**src/sv/i2a_pkg.sv**
```systemverilog
`timescale 1ns / 1ps
// ----------------------------------------------------------------------------
// i2a_pkg
// Shared types, constants and helpers of the integer to ascii formatter.
// ----------------------------------------------------------------------------
package i2a_pkg;

  localparam int VALUE_BITS_DEF = 64;
  localparam int Q_DEPTH        = 2;

  localparam logic [1:0] KIND_SDEC = 2'd0;
  localparam logic [1:0] KIND_UDEC = 2'd1;
  localparam logic [1:0] KIND_LHEX = 2'd2;
  localparam logic [1:0] KIND_UHEX = 2'd3;

  localparam logic [6:0] MINUS_CODE = 7'h2D;
  localparam logic [6:0] ZERO_CODE  = 7'h30;
  localparam logic [6:0] LOWER_A    = 7'h61;
  localparam logic [6:0] UPPER_A    = 7'h41;

  typedef struct packed {
    logic [1:0]  kind;
    logic [63:0] value;
    logic [7:0]  width;
  } in_item_t;

  typedef struct packed {
    logic [6:0] char_code;
    logic       last;
  } out_item_t;

  typedef struct packed {
    logic        is_dec;
    logic        neg;
    logic        upper;
    logic [3:0]  top_nib;
    logic [63:0] mag;
  } job_t;

  typedef enum logic [2:0] {
    B_IDLE,
    B_CONV,
    B_SIGN,
    B_DEC,
    B_HEX
  } back_state_t;

  function automatic logic [6:0] hex_char(input logic [3:0] nib, input logic upper);
    logic [6:0] code;
    if (nib < 4'd10) begin
      code = ZERO_CODE + {3'b000, nib};
    end else begin
      code = (upper ? UPPER_A : LOWER_A) + {3'b000, nib - 4'd10};
    end
    return code;
  endfunction

endpackage

```
**src/sv/integer_to_ascii_formatter.sv**
```systemverilog
`timescale 1ns / 1ps
// ----------------------------------------------------------------------------
// integer_to_ascii_formatter
// Formats a value as signed/unsigned decimal or lower/upper case hex ascii.
//
//   channel  | ports                      | payload
//   input    | in_valid, in_stall         | in_data  (kind, value, width)
//   output   | out_valid, out_stall       | out_data (char_code, last)
//
// hex: after the job is taken from the queue, digits go out from the first one
// to print down to the lowest, each when the output register can take it
// decimal: VALUE_BITS steps of the back end's single shift-and-add-3 converter,
// then the minus sign if negative, then digits from the top one (DEC_DIGITS) down
// a two-entry job queue lets the input run ahead of a stalled output
// synchronous active-low reset clears the queue, the sequencer and out_valid
// ----------------------------------------------------------------------------
module integer_to_ascii_formatter #(
  parameter int VALUE_BITS = i2a_pkg::VALUE_BITS_DEF
) (
  input  logic               clk,
  input  logic               rst_n,
  input  logic               in_valid,
  output logic               in_stall,
  input  i2a_pkg::in_item_t  in_data,
  output logic               out_valid,
  input  logic               out_stall,
  output i2a_pkg::out_item_t out_data
);
  import i2a_pkg::*;

  job_t front_job;
  job_t q_data;
  logic q_full;
  logic q_valid;
  logic q_pop;
  logic push;

  assign in_stall = q_full;
  assign push     = in_valid && !q_full;

  i2a_front #(
    .VALUE_BITS(VALUE_BITS)
  ) u_front (
    .item (in_data),
    .job  (front_job)
  );

  i2a_queue u_queue (
    .clk       (clk),
    .rst_n     (rst_n),
    .push      (push),
    .push_data (front_job),
    .full      (q_full),
    .pop       (q_pop),
    .not_empty (q_valid),
    .pop_data  (q_data)
  );

  i2a_back #(
    .VALUE_BITS(VALUE_BITS)
  ) u_back (
    .clk       (clk),
    .rst_n     (rst_n),
    .q_valid   (q_valid),
    .q_data    (q_data),
    .q_pop     (q_pop),
    .out_valid (out_valid),
    .out_stall (out_stall),
    .out_data  (out_data)
  );

endmodule

```
**src/sv/i2a_front.sv**
```systemverilog
`timescale 1ns / 1ps
// ----------------------------------------------------------------------------
// i2a_front
// Classifies a request: masks the value, takes the magnitude of a negative
// signed value and finds the first hex digit to print.
// ----------------------------------------------------------------------------
module i2a_front #(
  parameter int VALUE_BITS = i2a_pkg::VALUE_BITS_DEF
) (
  input  i2a_pkg::in_item_t item,
  output i2a_pkg::job_t     job
);
  import i2a_pkg::*;

  localparam int NBYTES = (VALUE_BITS + 7) / 8;

  logic [63:0] mask;
  logic [63:0] v;
  logic [63:0] neg_v;
  logic        sign;
  logic [2:0]  top_byte_min;
  logic [2:0]  top_byte;
  logic [8:0]  cnt_w;
  logic        hi_zero;
  logic        neg;

  always_comb begin
    for (int i = 0; i < 64; i++) begin
      mask[i] = (i < VALUE_BITS);
    end
    v     = item.value & mask;
    neg_v = (~v + 64'd1) & mask;
    sign  = v[VALUE_BITS-1];

    // highest nonzero byte, lowest byte if all zero
    top_byte_min = 3'd0;
    for (int b = 0; b < NBYTES; b++) begin
      if (v[8*b +: 8] != 8'd0) begin
        top_byte_min = 3'(b);
      end
    end

    cnt_w = ({1'b0, item.width} + 9'd1) >> 1;
    if (cnt_w > 9'(NBYTES)) begin
      cnt_w = 9'(NBYTES);
    end

    top_byte = (item.width == 8'd0) ? top_byte_min : 3'(cnt_w - 9'd1);
    hi_zero  = (v[{top_byte, 3'd4} +: 4] == 4'd0);
    neg      = (item.kind == KIND_SDEC) && sign;

    job.is_dec  = (item.kind == KIND_SDEC) || (item.kind == KIND_UDEC);
    job.neg     = neg;
    job.upper   = (item.kind == KIND_UHEX);
    job.top_nib = ((item.width == 8'd0) && hi_zero) ? {top_byte, 1'b0} : {top_byte, 1'b1};
    job.mag     = neg ? neg_v : v;
  end

endmodule

```
**src/sv/i2a_queue.sv**
```systemverilog
`timescale 1ns / 1ps
// ----------------------------------------------------------------------------
// i2a_queue
// Short job queue between the front and the back.
// ----------------------------------------------------------------------------
module i2a_queue (
  input  logic          clk,
  input  logic          rst_n,
  input  logic          push,
  input  i2a_pkg::job_t push_data,
  output logic          full,
  input  logic          pop,
  output logic          not_empty,
  output i2a_pkg::job_t pop_data
);
  import i2a_pkg::*;

  localparam int PW = (Q_DEPTH > 1) ? $clog2(Q_DEPTH) : 1;
  localparam int CW = $clog2(Q_DEPTH + 1);

  job_t          mem_r [Q_DEPTH];
  logic [PW-1:0] wr_ptr_r, wr_ptr_nxt;
  logic [PW-1:0] rd_ptr_r, rd_ptr_nxt;
  logic [CW-1:0] cnt_r, cnt_nxt;

  always_comb begin
    wr_ptr_nxt = wr_ptr_r;
    rd_ptr_nxt = rd_ptr_r;
    cnt_nxt    = cnt_r;
    if (push) begin
      wr_ptr_nxt = (wr_ptr_r == PW'(Q_DEPTH - 1)) ? '0 : wr_ptr_r + PW'(1);
    end
    if (pop) begin
      rd_ptr_nxt = (rd_ptr_r == PW'(Q_DEPTH - 1)) ? '0 : rd_ptr_r + PW'(1);
    end
    if (push && !pop) begin
      cnt_nxt = cnt_r + CW'(1);
    end else if (pop && !push) begin
      cnt_nxt = cnt_r - CW'(1);
    end
  end

  always_ff @(posedge clk) begin
    if (!rst_n) begin
      wr_ptr_r <= '0;
      rd_ptr_r <= '0;
      cnt_r    <= '0;
    end else begin
      wr_ptr_r <= wr_ptr_nxt;
      rd_ptr_r <= rd_ptr_nxt;
      cnt_r    <= cnt_nxt;
    end
  end

  always_ff @(posedge clk) begin
    if (push) begin
      mem_r[wr_ptr_r] <= push_data;
    end
  end

  assign full      = (cnt_r == CW'(Q_DEPTH));
  assign not_empty = (cnt_r != '0);
  assign pop_data  = mem_r[rd_ptr_r];

endmodule

```
**src/sv/i2a_back.sv**
```systemverilog
`timescale 1ns / 1ps
// ----------------------------------------------------------------------------
// i2a_back
// Runs one job: shift-and-add-3 conversion for a decimal job, then emits
// characters through the output register.
// ----------------------------------------------------------------------------
module i2a_back #(
  parameter int VALUE_BITS = i2a_pkg::VALUE_BITS_DEF
) (
  input  logic              clk,
  input  logic              rst_n,
  input  logic              q_valid,
  input  i2a_pkg::job_t     q_data,
  output logic              q_pop,
  output logic              out_valid,
  input  logic              out_stall,
  output i2a_pkg::out_item_t out_data
);
  import i2a_pkg::*;

  localparam int NBYTES     = (VALUE_BITS + 7) / 8;
  localparam int HEX_BITS   = 8 * NBYTES;
  localparam int DEC_DIGITS = (VALUE_BITS * 30103) / 100000 + 1;
  localparam int BCD_BITS   = 4 * DEC_DIGITS;
  localparam int IDX_W      = $clog2(DEC_DIGITS);
  localparam int NIB_W      = $clog2(2 * NBYTES);
  localparam int CNT_W      = $clog2(VALUE_BITS);
  localparam logic [CNT_W-1:0] CNT_LAST = CNT_W'(VALUE_BITS - 1);

  back_state_t         state_r, state_nxt;
  logic [HEX_BITS-1:0] bin_r, bin_nxt;
  logic [BCD_BITS-1:0] bcd_r, bcd_nxt;
  logic [BCD_BITS-1:0] bcd_adj;
  logic [CNT_W-1:0]    cnt_r, cnt_nxt;
  logic [IDX_W-1:0]    idx_r, idx_nxt;
  logic [NIB_W-1:0]    nib_r, nib_nxt;
  logic                started_r, started_nxt;
  logic                neg_r, neg_nxt;
  logic                upper_r, upper_nxt;
  logic                out_valid_r, out_valid_nxt;
  out_item_t           out_data_r, out_data_nxt;
  logic                can_load;
  logic                load;
  out_item_t           load_data;
  logic [3:0]          dec_digit;
  logic [3:0]          hex_nib;

  always_comb begin
    for (int d = 0; d < DEC_DIGITS; d++) begin
      bcd_adj[4*d +: 4] = (bcd_r[4*d +: 4] >= 4'd5) ? bcd_r[4*d +: 4] + 4'd3
                                                    : bcd_r[4*d +: 4];
    end
  end

  assign can_load  = !out_valid_r || !out_stall;
  assign dec_digit = bcd_r[{idx_r, 2'b00} +: 4];
  assign hex_nib   = bin_r[{nib_r, 2'b00} +: 4];

  always_comb begin
    state_nxt   = state_r;
    bin_nxt     = bin_r;
    bcd_nxt     = bcd_r;
    cnt_nxt     = cnt_r;
    idx_nxt     = idx_r;
    nib_nxt     = nib_r;
    started_nxt = started_r;
    neg_nxt     = neg_r;
    upper_nxt   = upper_r;
    q_pop       = 1'b0;
    load        = 1'b0;
    load_data   = '0;
    unique case (state_r)
      B_IDLE: begin
        if (q_valid) begin
          q_pop     = 1'b1;
          bin_nxt   = q_data.mag[HEX_BITS-1:0];
          neg_nxt   = q_data.neg;
          upper_nxt = q_data.upper;
          nib_nxt   = q_data.top_nib[NIB_W-1:0];
          bcd_nxt   = '0;
          cnt_nxt   = '0;
          state_nxt = q_data.is_dec ? B_CONV : B_HEX;
        end
      end
      B_CONV: begin
        bcd_nxt = {bcd_adj[BCD_BITS-2:0], bin_r[VALUE_BITS-1]};
        bin_nxt = bin_r << 1;
        cnt_nxt = cnt_r + CNT_W'(1);
        if (cnt_r == CNT_LAST) begin
          idx_nxt     = IDX_W'(DEC_DIGITS - 1);
          started_nxt = 1'b0;
          state_nxt   = neg_r ? B_SIGN : B_DEC;
        end
      end
      B_SIGN: begin
        if (can_load) begin
          load      = 1'b1;
          load_data = '{char_code: MINUS_CODE, last: 1'b0};
          state_nxt = B_DEC;
        end
      end
      B_DEC: begin
        // skip leading zeros
        if (!started_r && dec_digit == 4'd0 && idx_r != '0) begin
          idx_nxt = idx_r - IDX_W'(1);
        end else if (can_load) begin
          load        = 1'b1;
          load_data   = '{char_code: ZERO_CODE + {3'b000, dec_digit},
                          last: (idx_r == '0)};
          started_nxt = 1'b1;
          if (idx_r == '0) begin
            state_nxt = B_IDLE;
          end else begin
            idx_nxt = idx_r - IDX_W'(1);
          end
        end
      end
      B_HEX: begin
        if (can_load) begin
          load      = 1'b1;
          load_data = '{char_code: hex_char(hex_nib, upper_r), last: (nib_r == '0)};
          if (nib_r == '0) begin
            state_nxt = B_IDLE;
          end else begin
            nib_nxt = nib_r - NIB_W'(1);
          end
        end
      end
      default: begin
        state_nxt = B_IDLE;
      end
    endcase
  end

  always_comb begin
    out_valid_nxt = out_valid_r;
    out_data_nxt  = out_data_r;
    if (load) begin
      out_valid_nxt = 1'b1;
      out_data_nxt  = load_data;
    end else if (!out_stall) begin
      out_valid_nxt = 1'b0;
    end
  end

  always_ff @(posedge clk) begin
    if (!rst_n) begin
      state_r     <= B_IDLE;
      out_valid_r <= 1'b0;
      started_r   <= 1'b0;
    end else begin
      state_r     <= state_nxt;
      out_valid_r <= out_valid_nxt;
      started_r   <= started_nxt;
    end
  end

  always_ff @(posedge clk) begin
    bin_r      <= bin_nxt;
    bcd_r      <= bcd_nxt;
    cnt_r      <= cnt_nxt;
    idx_r      <= idx_nxt;
    nib_r      <= nib_nxt;
    neg_r      <= neg_nxt;
    upper_r    <= upper_nxt;
    out_data_r <= out_data_nxt;
  end

  assign out_valid = out_valid_r;
  assign out_data  = out_data_r;

`ifndef SYNTH
  a_conv_len: assert property (@(posedge clk) disable iff (!rst_n)
    (state_r == B_CONV && state_nxt != B_CONV) |-> (cnt_r == CNT_LAST))
    else $error("conversion left early");

  a_last_idle: assert property (@(posedge clk) disable iff (!rst_n)
    (load && load_data.last) |=> (state_r == B_IDLE))
    else $error("last character did not end the job");

  a_idle_quiet: assert property (@(posedge clk) disable iff (!rst_n)
    (state_r == B_IDLE) |-> !load)
    else $error("character loaded while idle");

  a_pop_idle: assert property (@(posedge clk) disable iff (!rst_n)
    q_pop |-> (q_valid && state_r == B_IDLE))
    else $error("pop outside idle or from empty queue");
`endif

endmodule
```
**config.mk**
```make
export PLATFORM = sky130hd
export DESIGN_NAME = integer_to_ascii_formatter
export DESIGN_NICKNAME = d
export VERILOG_FILES = /design/src/sv/i2a_pkg.sv /design/src/sv/integer_to_ascii_formatter.sv /design/src/sv/i2a_front.sv /design/src/sv/i2a_queue.sv /design/src/sv/i2a_back.sv
export SDC_FILE = /design/constraint.sdc
export NUM_CORES = 1
export LEC_CHECK = 0
export BUFFER_PORTS_ARGS = -buffer_cell sky130_fd_sc_hd__buf_4
export CORE_MARGIN = 4
export CORE_UTILIZATION = 35
export CTS_CLUSTER_DIAMETER = 80
export DETAILED_ROUTE_END_ITERATION = 12
export PLACE_DENSITY = 0.53
export SETUP_SLACK_MARGIN = 0.4
export SLEW_MARGIN = 20
export SYNTH_ARGS = -nofsm -noshare
export SYNTH_HDL_FRONTEND = slang
export SYNTH_SLANG_ARGS = --single-unit
```
**constraint.sdc**
```tcl
create_clock -name clk -period 5.6 [get_ports clk]
set_clock_uncertainty 0.15 [all_clocks]
set_input_delay 0.56 -clock clk [delete_from_list [all_inputs] [get_ports clk]]
set_output_delay 0.56 -clock clk [all_outputs]
set_load 0.02 [all_outputs]
```
== After elaboration in Yosys (flattened, before gate mapping) ==
Memories as Yosys holds them, arrays and structs flattened. A register that Yosys moved wholly into a read port is not among the register bits.
Index checks and enable logic that the tools add are counted.
Widths: inputs -> output; s select.

* Bitwise operators: 1
* Muxes and demuxes: 83
* $add $sub $neg: 34
* Shift-type cells: 3
* $lt $le $gt $ge: 22
* Equality and inequality tests: 20
* Reduce and logical (&&, ||, !) cells: 42

{| class="wikitable"
|+ Operator list
! kind !! count
|-
| $pmux 80 s2 || 1
|-
| $mux 64 || 2
|-
| $pmux 64 s2 || 1
|-
| $shiftx 64x7->4 || 2
|-
| $mux 4 || 22
|-
| $ge 4x3->1 const B || 20
|-
| $mux 80 || 1
|-
| $shiftx 80x8->4 || 1
|-
| $add 4x2->4 const B || 19
|-
| $add 64x1->64 const B || 1
|-
| $not 64->64 || 1
|-
| $reduce_bool 8->1 || 7
|-
| $mux 3 || 18
|-
| $mux 8 || 3
|-
| $pmux 8 s3 || 1
|-
| $mux 5 || 4
|-
| $mux 1 || 18
|-
| $pmux 3 s5 || 1
|-
| $add 6x4->7 const A || 2
|-
| $mux 7 || 2
|-
| $ne 2x1->1 const B || 7
|-
| $logic_not 4->1 || 3
|-
| $mux 6 || 2
|-
| $pmux 6 s2 || 1
|-
| other kinds (39) || 65
|}

* Bits in writable memories: 142
* Register bits after elaboration: 178
* Output and inout port bits: 10
* Memories kept: 1
* Bits of input ports: 78
* Word-level logic and storage cells: 221

{| class="wikitable"
|+ Memories
! memory !! words !! width !! rd ports !! clocked after Yosys merged registers in !! wr ports !! line !! source
|-
| u_queue.mem_r || 2 || 71 || 1 || 1 || 1 || i2a_queue.sv:21 || <nowiki>job_t mem_r [Q_DEPTH];</nowiki>
|}

== Longest topological paths before layout ==
Gate-level depths: netlist (run 1).

* Word-level depth: 13
* Mapped depth: 12

== Hierarchy ==
From an unflattened synthesis (run 1), not the netlist that was laid out.

* Cell total of the unflattened synthesis: 1410
* Area total of the unflattened synthesis: 17290.3 µm²

{| class="wikitable"
|+ By module, submodules not included
! module !! sequential area each (µm²) !! cells an instance !! instances !! area each (µm²)
|-
| i2a_back || 5175.0 || 879 || 1 || 10053.4
|-
| i2a_queue || 4364.2 || 243 || 1 || 5368.9
|-
| i2a_front || 0.0 || 287 || 1 || 1854.3
|-
| integer_to_ascii_formatter || 0.0 || 1 || 1 || 13.8
|}

== Worst setup path after synthesis (run 1) ==
OpenSTA, ideal clock, no wires.

* Kind: register to register
* From: reg u_back.state_r[2]
* To: reg u_back.bcd_r[0], enable pin
* Path slack: 0.285 ns
* Period minus slack after synthesis: 5.315 ns
* Stages on the path, launching flop included: 7
* Data arrival time: 3.912 ns
* Setup time: 1.253 ns
* Cells stage by stage: dfxtp_1 -> clkbuf_1 -> or3_1 -> clkbuf_1 -> clkbuf_1 -> buf_1 -> nand2_1

* Longest elaborated chain between the ends: 3
* Elaborated cells on any way between the ends: 5
* Those cells by class: 2 x eq/ne; 3 x reduce/logical

{| class="wikitable"
|+ RTL lines
! what !! line !! source
|-
| start, declared || i2a_back.sv:30 || <nowiki>back_state_t state_r, state_nxt;</nowiki>
|-
| start signal, assigned || i2a_back.sv:152 || <nowiki>state_r <= state_nxt;</nowiki>
|-
| $eq 3x1->1 / $logic_not 3->1 (equally long branches) || i2a_back.sv:72 || <nowiki>unique case (state_r)</nowiki>
|-
| $reduce_bool 2->1 (no source line) / $ne 2x2->1 (equally long branches) || n/a ||
|-
| $reduce_and 2->1 (no source line) (*) || n/a ||
|-
| end signal, assigned || i2a_back.sv:160 || <nowiki>bcd_r <= bcd_nxt;</nowiki>
|-
| end, declared || i2a_back.sv:32 || <nowiki>logic [BCD_BITS-1:0] bcd_r, bcd_nxt;</nowiki>
|}

Every way passes the cells marked *; elsewhere a longest branch is shown, timed or not.
A chain may end at the register's enable or synchronous reset.

== Final worst setup path (run 1) ==
* From: reg u_back.idx_r[0]
* To: reg u_back.idx_r[2], enable pin

* Longest elaborated chain between the ends: 6
* Elaborated cells on any way between the ends: 9
* Those cells by class: 2 x eq/ne; 1 x shift; 6 x reduce/logical

{| class="wikitable"
|+ RTL lines
! what !! line !! source
|-
| start, declared || i2a_back.sv:35 || <nowiki>logic [IDX_W-1:0] idx_r, idx_nxt;</nowiki>
|-
| start signal, assigned || i2a_back.sv:162 || <nowiki>idx_r <= idx_nxt;</nowiki>
|-
| $shiftx 80x8->4 || i2a_back.sv:56 || <nowiki>assign dec_digit = bcd_r[{idx_r, 2'b00} +: 4];</nowiki>
|-
| $logic_not 4->1 || i2a_back.sv:104 || <nowiki>if (!started_r && dec_digit == 4'd0 && idx_r != '0) begin</nowiki>
|-
| $logic_and 1x1->1 (2 in a row) || i2a_back.sv:104 ||
|-
| $ne 3x1->1 (no source line) / $ne 3x2->1 (equally long branches) || n/a ||
|-
| $reduce_and 4->1 (no source line) (*) || n/a ||
|}

Marks and branches as above.

==> metrics, run 1 <==
clk buf depth=3; Die Span Y=227.9 um; Final GP Congestion=slightly above 0.8; 1st-pass router iterations=5; syn_nets=between 1,500 and 2,000; Slew @ Worst Pin=about 1.0 ns; top area cells in the synthesized netlist=edfxtp_1, mux2i_1, ha_1, mux4_2, nand2_1; RSZ-0062 raised after global routing=false; post-synthesis cell type count=just over 60; initial antenna violation count=0; CTS Sinks=321; Synth area leader=edfxtp_1; sequential area share after synthesis=0.5638; total power=about 10 mW; reg-to-reg critical path endpoint=u_back.idx_r[2]; Placement Rows=80; share of cells above drive strength 1=0.1343; average wire per standard cell=between 15 and 20 um; largest net degree at the start of global routing=~130; Nets=between 1,500 and 2,000; GR Overflow Total=0; Setup TNS=0 ns; Worst setup endpoint=u_back.idx_r[2]; max_cap viols=0; DRT iter0 DRCs=about 850; Synth top cells by count=edfxtp_1, nand2_1, nor2_1; pre-CTS WS=around 1.9 ns; min-delay worst type=primary input to flip-flop; reg2reg path depth=7; port buffer count=87; count of final setup violators=0; Post-Route WL=just under 40,000 um; Detail Route Antenna Nets=0; Worst Path Buf+Inv=1; Post-CTS Setup Bufs=0; initial core utilization=0.3544; vias post-DR=11,181; worst skew pair latency=between 0.5 and 0.6 ns; CP max-delay cell=edfxtp_1; clock-pin slew on the worst setup and hold paths=roughly 0.060 ns; Worst path depth=7; pwr dens=around 540 nW/um^2; CP Capture Type=flip-flop; count leader, synth=edfxtp_1; CP Cell Sequence=buf_4 -> mux4_2 -> mux2i_1 -> nor2_1 -> o31ai_1 -> nand4_1 -> a32oi_1; Max H-tree Level=2; Tcrit/Tclk final=0.6355; Post-synth EDFFs=311; status=finished, final reports clean; residual DRC count=0; TritonCTS Buffers=38; Max Freq=around 280 MHz; area grow syn2layout=15.42%; Syn Inst Count=around 1,400; setup ws final=~2 ns; Arrival @ worst endpoint=approximately 3.6 ns; first-pass GRT wire length=63,000 um; Top FF cell, synth=edfxtp_1; RR Startpoint=u_back.idx_r[0]; Worst R2R Setup Slack=a little over 2 ns; slew margin rel.=0.3067; Final Max Slew Viols=0; Hold Fails Final Rpt=0; Worst setup SP type=flip-flop; DP HPWL=27,170 um; vias in the first global route=around 11,000; CTS tree=yes; CTS resizes=0; Crit Path Max Fanout=11; core area=between 40,000 and 50,000 sq um; Die X-Extent=between 200 and 250 um; die area=just over 50,000 sq um; Filler cells=between 4,000 and 5,000; Critical path origin=u_back.idx_r[0]; Tmin final=~3.6 ns; Crit path largest cell delay=~0.80 ns; CTS root buf=clkbuf_16; FF+latch count, synth=321; Max VDD drop=425.3 uV; Placement Cell Area=18,270 sq um; Worst path top cell family by delay=compound AO/OA/AOI/OAI gates; leakage=just under 7 nW; ANT cells=0; ys async rst share=0; Finished Cell Area=approximately 20,000 sq um; mapped cell area=~17,000 sq um; Yosys top cell area share=0.5520; Ports=88; Critical Path RT=5.63 ns; hold buffers post-CTS=0; Ys Warns=0; Setup CP Type=flip-flop to flip-flop; drt via density=5.150; gr usage total=0.1502; syn avg cell area=approximately 12 sq um
[final cells by class]
cell class,count,area [sq um],area share
Tap cell,615,769.5,0.03941
Clock inverter,18,239.0,0.01224
Timing Repair Buffer,102,765.7,0.03921
Multi-Input combinational cell,998,6943,0.3555
Sequential cell,321,9543,0.4887
Inverter,67,251.5,0.01288
Clock buffer,50,1016,0.05203
[stage by stage]
step,utilization,cells,hold slack (ns)
5_1_grt,0.4090,2171,0.05798
6_report,0.4090,2171,0.08210
3_5_place_dp,0.3827,2103,0.3238
2_1_floorplan,-,1441,0.2936
4_1_cts,0.4090,2171,0.03461
3_3_place_gp,0.3827,2103,0.3209
[worst min-delay path by stage]
stage,to,slack (ns),startpoint,cells past startpoint
2_1_floorplan,u_back.started_r,0.29,u_back.started_r,2
3_3_place_gp,u_back.started_r,0.32,u_back.started_r,2
3_5_place_dp,u_back.started_r,0.32,u_back.started_r,2
4_1_cts,u_queue.mem_r[0][0],0.03,in_data[8],1
5_1_grt,u_queue.mem_r[0][0],0.06,in_data[8],1
6_report,u_queue.mem_r[0][0],0.08,in_data[8],1
[power by group]
group,internal [mW],switching [mW]
combinational,1.35,2.04
sequential,3.85,0.721
clock,1.52,0.982
total,6.72,3.74
[logic make-up (layout without fill, tap and decap cells)]
group	Yosys count	count (layout)	synth area share
AO/OA/AOI/OAI	269	269	0.09244
XOR/XNOR	118	118	0.06109
adder cells (fa/ha/maj)	51	51	0.03772
buffers and inverters	122	237	0.02781
flip-flops	321	321	0.5638
multiplexers	129	129	0.09599
AND/OR/NAND/NOR	431	431	0.1211
[cells in the final DEF (no fill, tap or decap), types with 30 or more instances in the layout]
master / synthesis / routed
a21oi_1: 85 / 85
buf_4: 2 / 102
clkbuf_16: 0 / 38
edfxtp_1: 311 / 311
ha_1: 51 / 51
inv_1: 66 / 65
mux2i_1: 100 / 100
nand2_1: 150 / 149
nor2_1: 133 / 131
nor3_1: 30 / 30
o21ai_0: 106 / 106
xnor2_1: 64 / 64
xor2_1: 54 / 54
[registers in the layout, summed over array words and instances (netlist names), named ones only]
name,cells
u_back.bcd_r,80
u_back.bin_r,64
u_back.cnt_r,6
u_back.idx_r,5
u_back.neg_r,1
u_back.nib_r,4
u_back.out_data,8
u_back.out_valid,1
u_back.started_r,1
u_back.state_r,3
u_back.upper_r,1
u_queue.cnt_r,2
u_queue.mem_r,142
u_queue.rd_ptr_r,1
u_queue.wr_ptr_r,1
[layer usage]
metal,track usage,wire [um]
met2,0.2507,18760
met5,0,0
met3,0.02919,1642
met1,0.1992,17800
met4,0.04612,996
(Power assumes the default switching activity.)
==> inputs of run 2 (changes only) <==
--- a/config.mk
+++ b/config.mk
@@ -5,12 +5,13 @@
 export SDC_FILE = /design/constraint.sdc
 export NUM_CORES = 1
 export LEC_CHECK = 0
+export ABC_AREA = 1
 export BUFFER_PORTS_ARGS = -buffer_cell sky130_fd_sc_hd__buf_4
 export CORE_MARGIN = 4
 export CORE_UTILIZATION = 35
 export CTS_CLUSTER_DIAMETER = 80
 export DETAILED_ROUTE_END_ITERATION = 12
-export PLACE_DENSITY = 0.53
+export PLACE_DENSITY = 0.51
 export SETUP_SLACK_MARGIN = 0.4
 export SLEW_MARGIN = 20
 export SYNTH_ARGS = -nofsm -noshare
==> constraint.sdc (replaced) <==
create_clock -name clk -period 3.7 [get_ports clk]
set_clock_uncertainty 0.15 [all_clocks]
set_input_delay 0.37 -clock clk [delete_from_list [all_inputs] [get_ports clk]]
set_output_delay 0.37 -clock clk [all_outputs]
set_load 0.02 [all_outputs]
==> run 2 against run 1 <==
  * Critical path depth up 4
  * Fmax up 27%
  * Routed wire length up 20%
  * Clock-buffer cell count down 5
  * Design area up 4.8%
  * Combinational power up 67%
  * Global-route usage up 2.0 points
  * Critical endpoint is now u_back.out_data[3]
  * Largest cell class unchanged
==> metrics, run 2 <==
Max VDD drop=between 400 and 500 uV; Clock power frac=0.211; vias in the first global route=13,332; commonest non-fill, non-tap cells in the layout=nand2_1, edfxtp_1, nor2_1; Nets=2,208; initial antenna violation count=0; area grow syn2layout=15.35%; GR Util met2=0.2948; Hold Fails Final Rpt=0; CTS tree=yes; met1 Use GR=0.2213; Slew @ Worst Pin=0.8664 ns; Largest register FFs=approximately 140; Ys Warns=0; DP HPWL=between 30,000 and 40,000 um; FF+latch count, synth=321; Tmin final=between 2 and 3 ns; min-delay worst type=primary input to flip-flop; core area=roughly 50,000 sq um; hold buffers post-CTS=15; Setup TNS=0 ns; internal power=9.476 mW; ys async rst share=0; met3 Resource Use GR=0.01890; max_cap viols=0; mapped cell area=between 15,000 and 20,000 sq um; syn avg cell area=8.972 sq um; Max H-tree Level=2; ANT cells=0; adder-cell share of the synthesized area=0.03596; Crit Path Max Fanout=17; average wire per standard cell=16.93 um; top area cells in the synthesized netlist=edfxtp_1, nand2_1, nor2_1, inv_1, ha_1; Max Freq=~360 MHz; die area=~54,000 sq um; Reg area=between 9000 and 10,000 sq um; CTS resizes=0; worst skew pair latency=0.55 ns; Synth top cells by count=nand2_1, edfxtp_1, nor2_1; mux share of post-synthesis cell area=0; CTS root buf=clkbuf_16; sequential area share after synthesis=0.5375; initial core utilization=0.3537; Post-Route WL=roughly 47,000 um; GR Overflow Total=0; Worst Hold Margin=between 0.03 and 0.04 ns; Worst setup SP type=flip-flop; Tcrit/Tclk final=0.7583; syn_nets=between 2,000 and 2,500; leakage=8.168 nW; Final GP Congestion=roughly 0.9; setup ws final=between 0.8 and 0.9 ns; Syn Inst Count=1,978; Synth Area in Compound Gates=0.1101; most common cell after layout, fill and taps aside=nand2_1; pwr dens=about 770 nW/um^2; Die Span Y=about 230 um; Die X-Extent=233.2 um; Filler cells=~5,000; # placed instances=~2,700; Top FF cell, synth=edfxtp_1; Detail Route Antenna Nets=0; TritonCTS Buffers=37; Yosys top cell area share=0.5262; gr usage total=0.1704; share of cells above drive strength 1=0.1037; Top Registers=u_queue.mem_r x142, u_back.bcd_r x80, u_back.bin_r x64; largest family of logic cells by synthesized area=simple AND/OR/NAND/NOR gates; Sw Pwr=6.205 mW; post-synthesis cell type count=50; Comb pwr share=0.361; Placement Rows=a little over 80; slew margin rel.=0.4175; residual DRC count=0; Post-CTS Setup Bufs=0; Final Max Slew Viols=0; post-synthesis simple-gate area fraction=0.2133; vias post-DR=around 14,000; Multi-input gate area=approximately 7100 sq um; count of final setup violators=0; Critical Path RT=around 3.8 ns; status=finished, final reports clean; pre-CTS WS=around 0.75 ns; count leader, synth=nand2_1; Ports=between 80 and 90; Post-synth EDFFs=between 300 and 400; XOR/XNOR Fraction of Synth Area=0.03701; CP Capture Type=flip-flop; largest net degree at the start of global routing=148; first-pass GRT wire length=73,060 um; CTS Sinks=321; Top reg by flops=u_queue.mem_r; port buffer count=just under 90; clock-pin slew on the worst setup and hold paths=about 0.060 ns; drt via density=around 4.9; 1st-pass router iterations=5; Synth area leader=edfxtp_1; Setup CP Type=flip-flop to flip-flop; Arrival @ worst endpoint=between 2 and 3 ns; switch share=0.3957; Flop pwr share=0.428; clk buf depth=3; global routing's busiest layer=met2; RSZ-0062 raised after global routing=false; DRT iter0 DRCs=between 900 and 1,000; fin cells=roughly 2,800
==> run 2: critical path, cell delays in order (launching register included) <==
cell,delay (ns)
edfxtp_1,0.56
inv_1,0.43
o21ai_0,0.17
o211ai_1,0.19
nand4_1,0.14
nand2_1,0.13
inv_1,0.09
ha_1,0.31
xor2_1,0.16
o21ai_1,0.09
nand2_1,0.07
nand3_1,0.06
==> run 2: power by group through the flow <==
stage               Combinational, mW  Sequential, mW  Clock (mW)
floorplan                        4.02            6.50           0
global placement                 5.62            6.75           0
detailed placement               5.69            6.77           0
CTS                              5.72            6.71        3.42
global route                     6.50            6.85        3.55
finish                           5.66            6.70        3.31
==> run 2: worst paths after layout <==
kind / depth (start not counted) / to / slack (ns) / start
worst min-delay path: 2 / u_queue.mem_r[0][53] / 0.04 / in_data[61]
worst min register to register: 1 / flip-flop / 0.30 / u_queue.rd_ptr_r
worst max register to register: 11 / u_back.out_data[3] / 0.89 / u_back.nib_r[1]
worst max-delay path: 11 / u_back.out_data[3] / 0.89 / u_back.nib_r[1]
==> run 2: final cells by class <==
class / count / area share
clock buffers: 45 / 0.04670
well taps: 672 / 0.04107
flip-flops and latches: 321 / 0.4660
inverters: 233 / 0.04291
clock inverters: 17 / 0.005929
repair buffers: 129 / 0.05159
multi-input cells: 1357 / 0.3458
==> run 2: per-stage QoR <==
step	instance area, sq um	power, mW	utilization
floorplan	17760	10.51	-
global placement	19240	12.37	0.3835
detailed placement	19240	12.47	0.3835
CTS	20470	15.86	0.4080
global route	20470	16.90	0.4080
finish	20470	15.68	0.4080
==> run 2: kinds of logic (layout without fill, tap and decap cells) <==
kind of cell | after synthesis | count (layout)
compound gates | 337 | 337
fa+ha+maj | 51 | 51
xor+xnor | 75 | 75
flops | 321 | 321
buf+inv | 300 | 424
simple gates | 894 | 894
==> run 2: metal layers <==
layer | part of all wire | vias to the layer above | wire (um)
met5 | 0 | - | 0
met1 | 0.46 | 6405 | 21460
met2 | 0.49 | 236 | 22830
met3 | 0.028 | 77 | 1315
met4 | 0.029 | 0 | 1355
li1 | - | 6904 | -
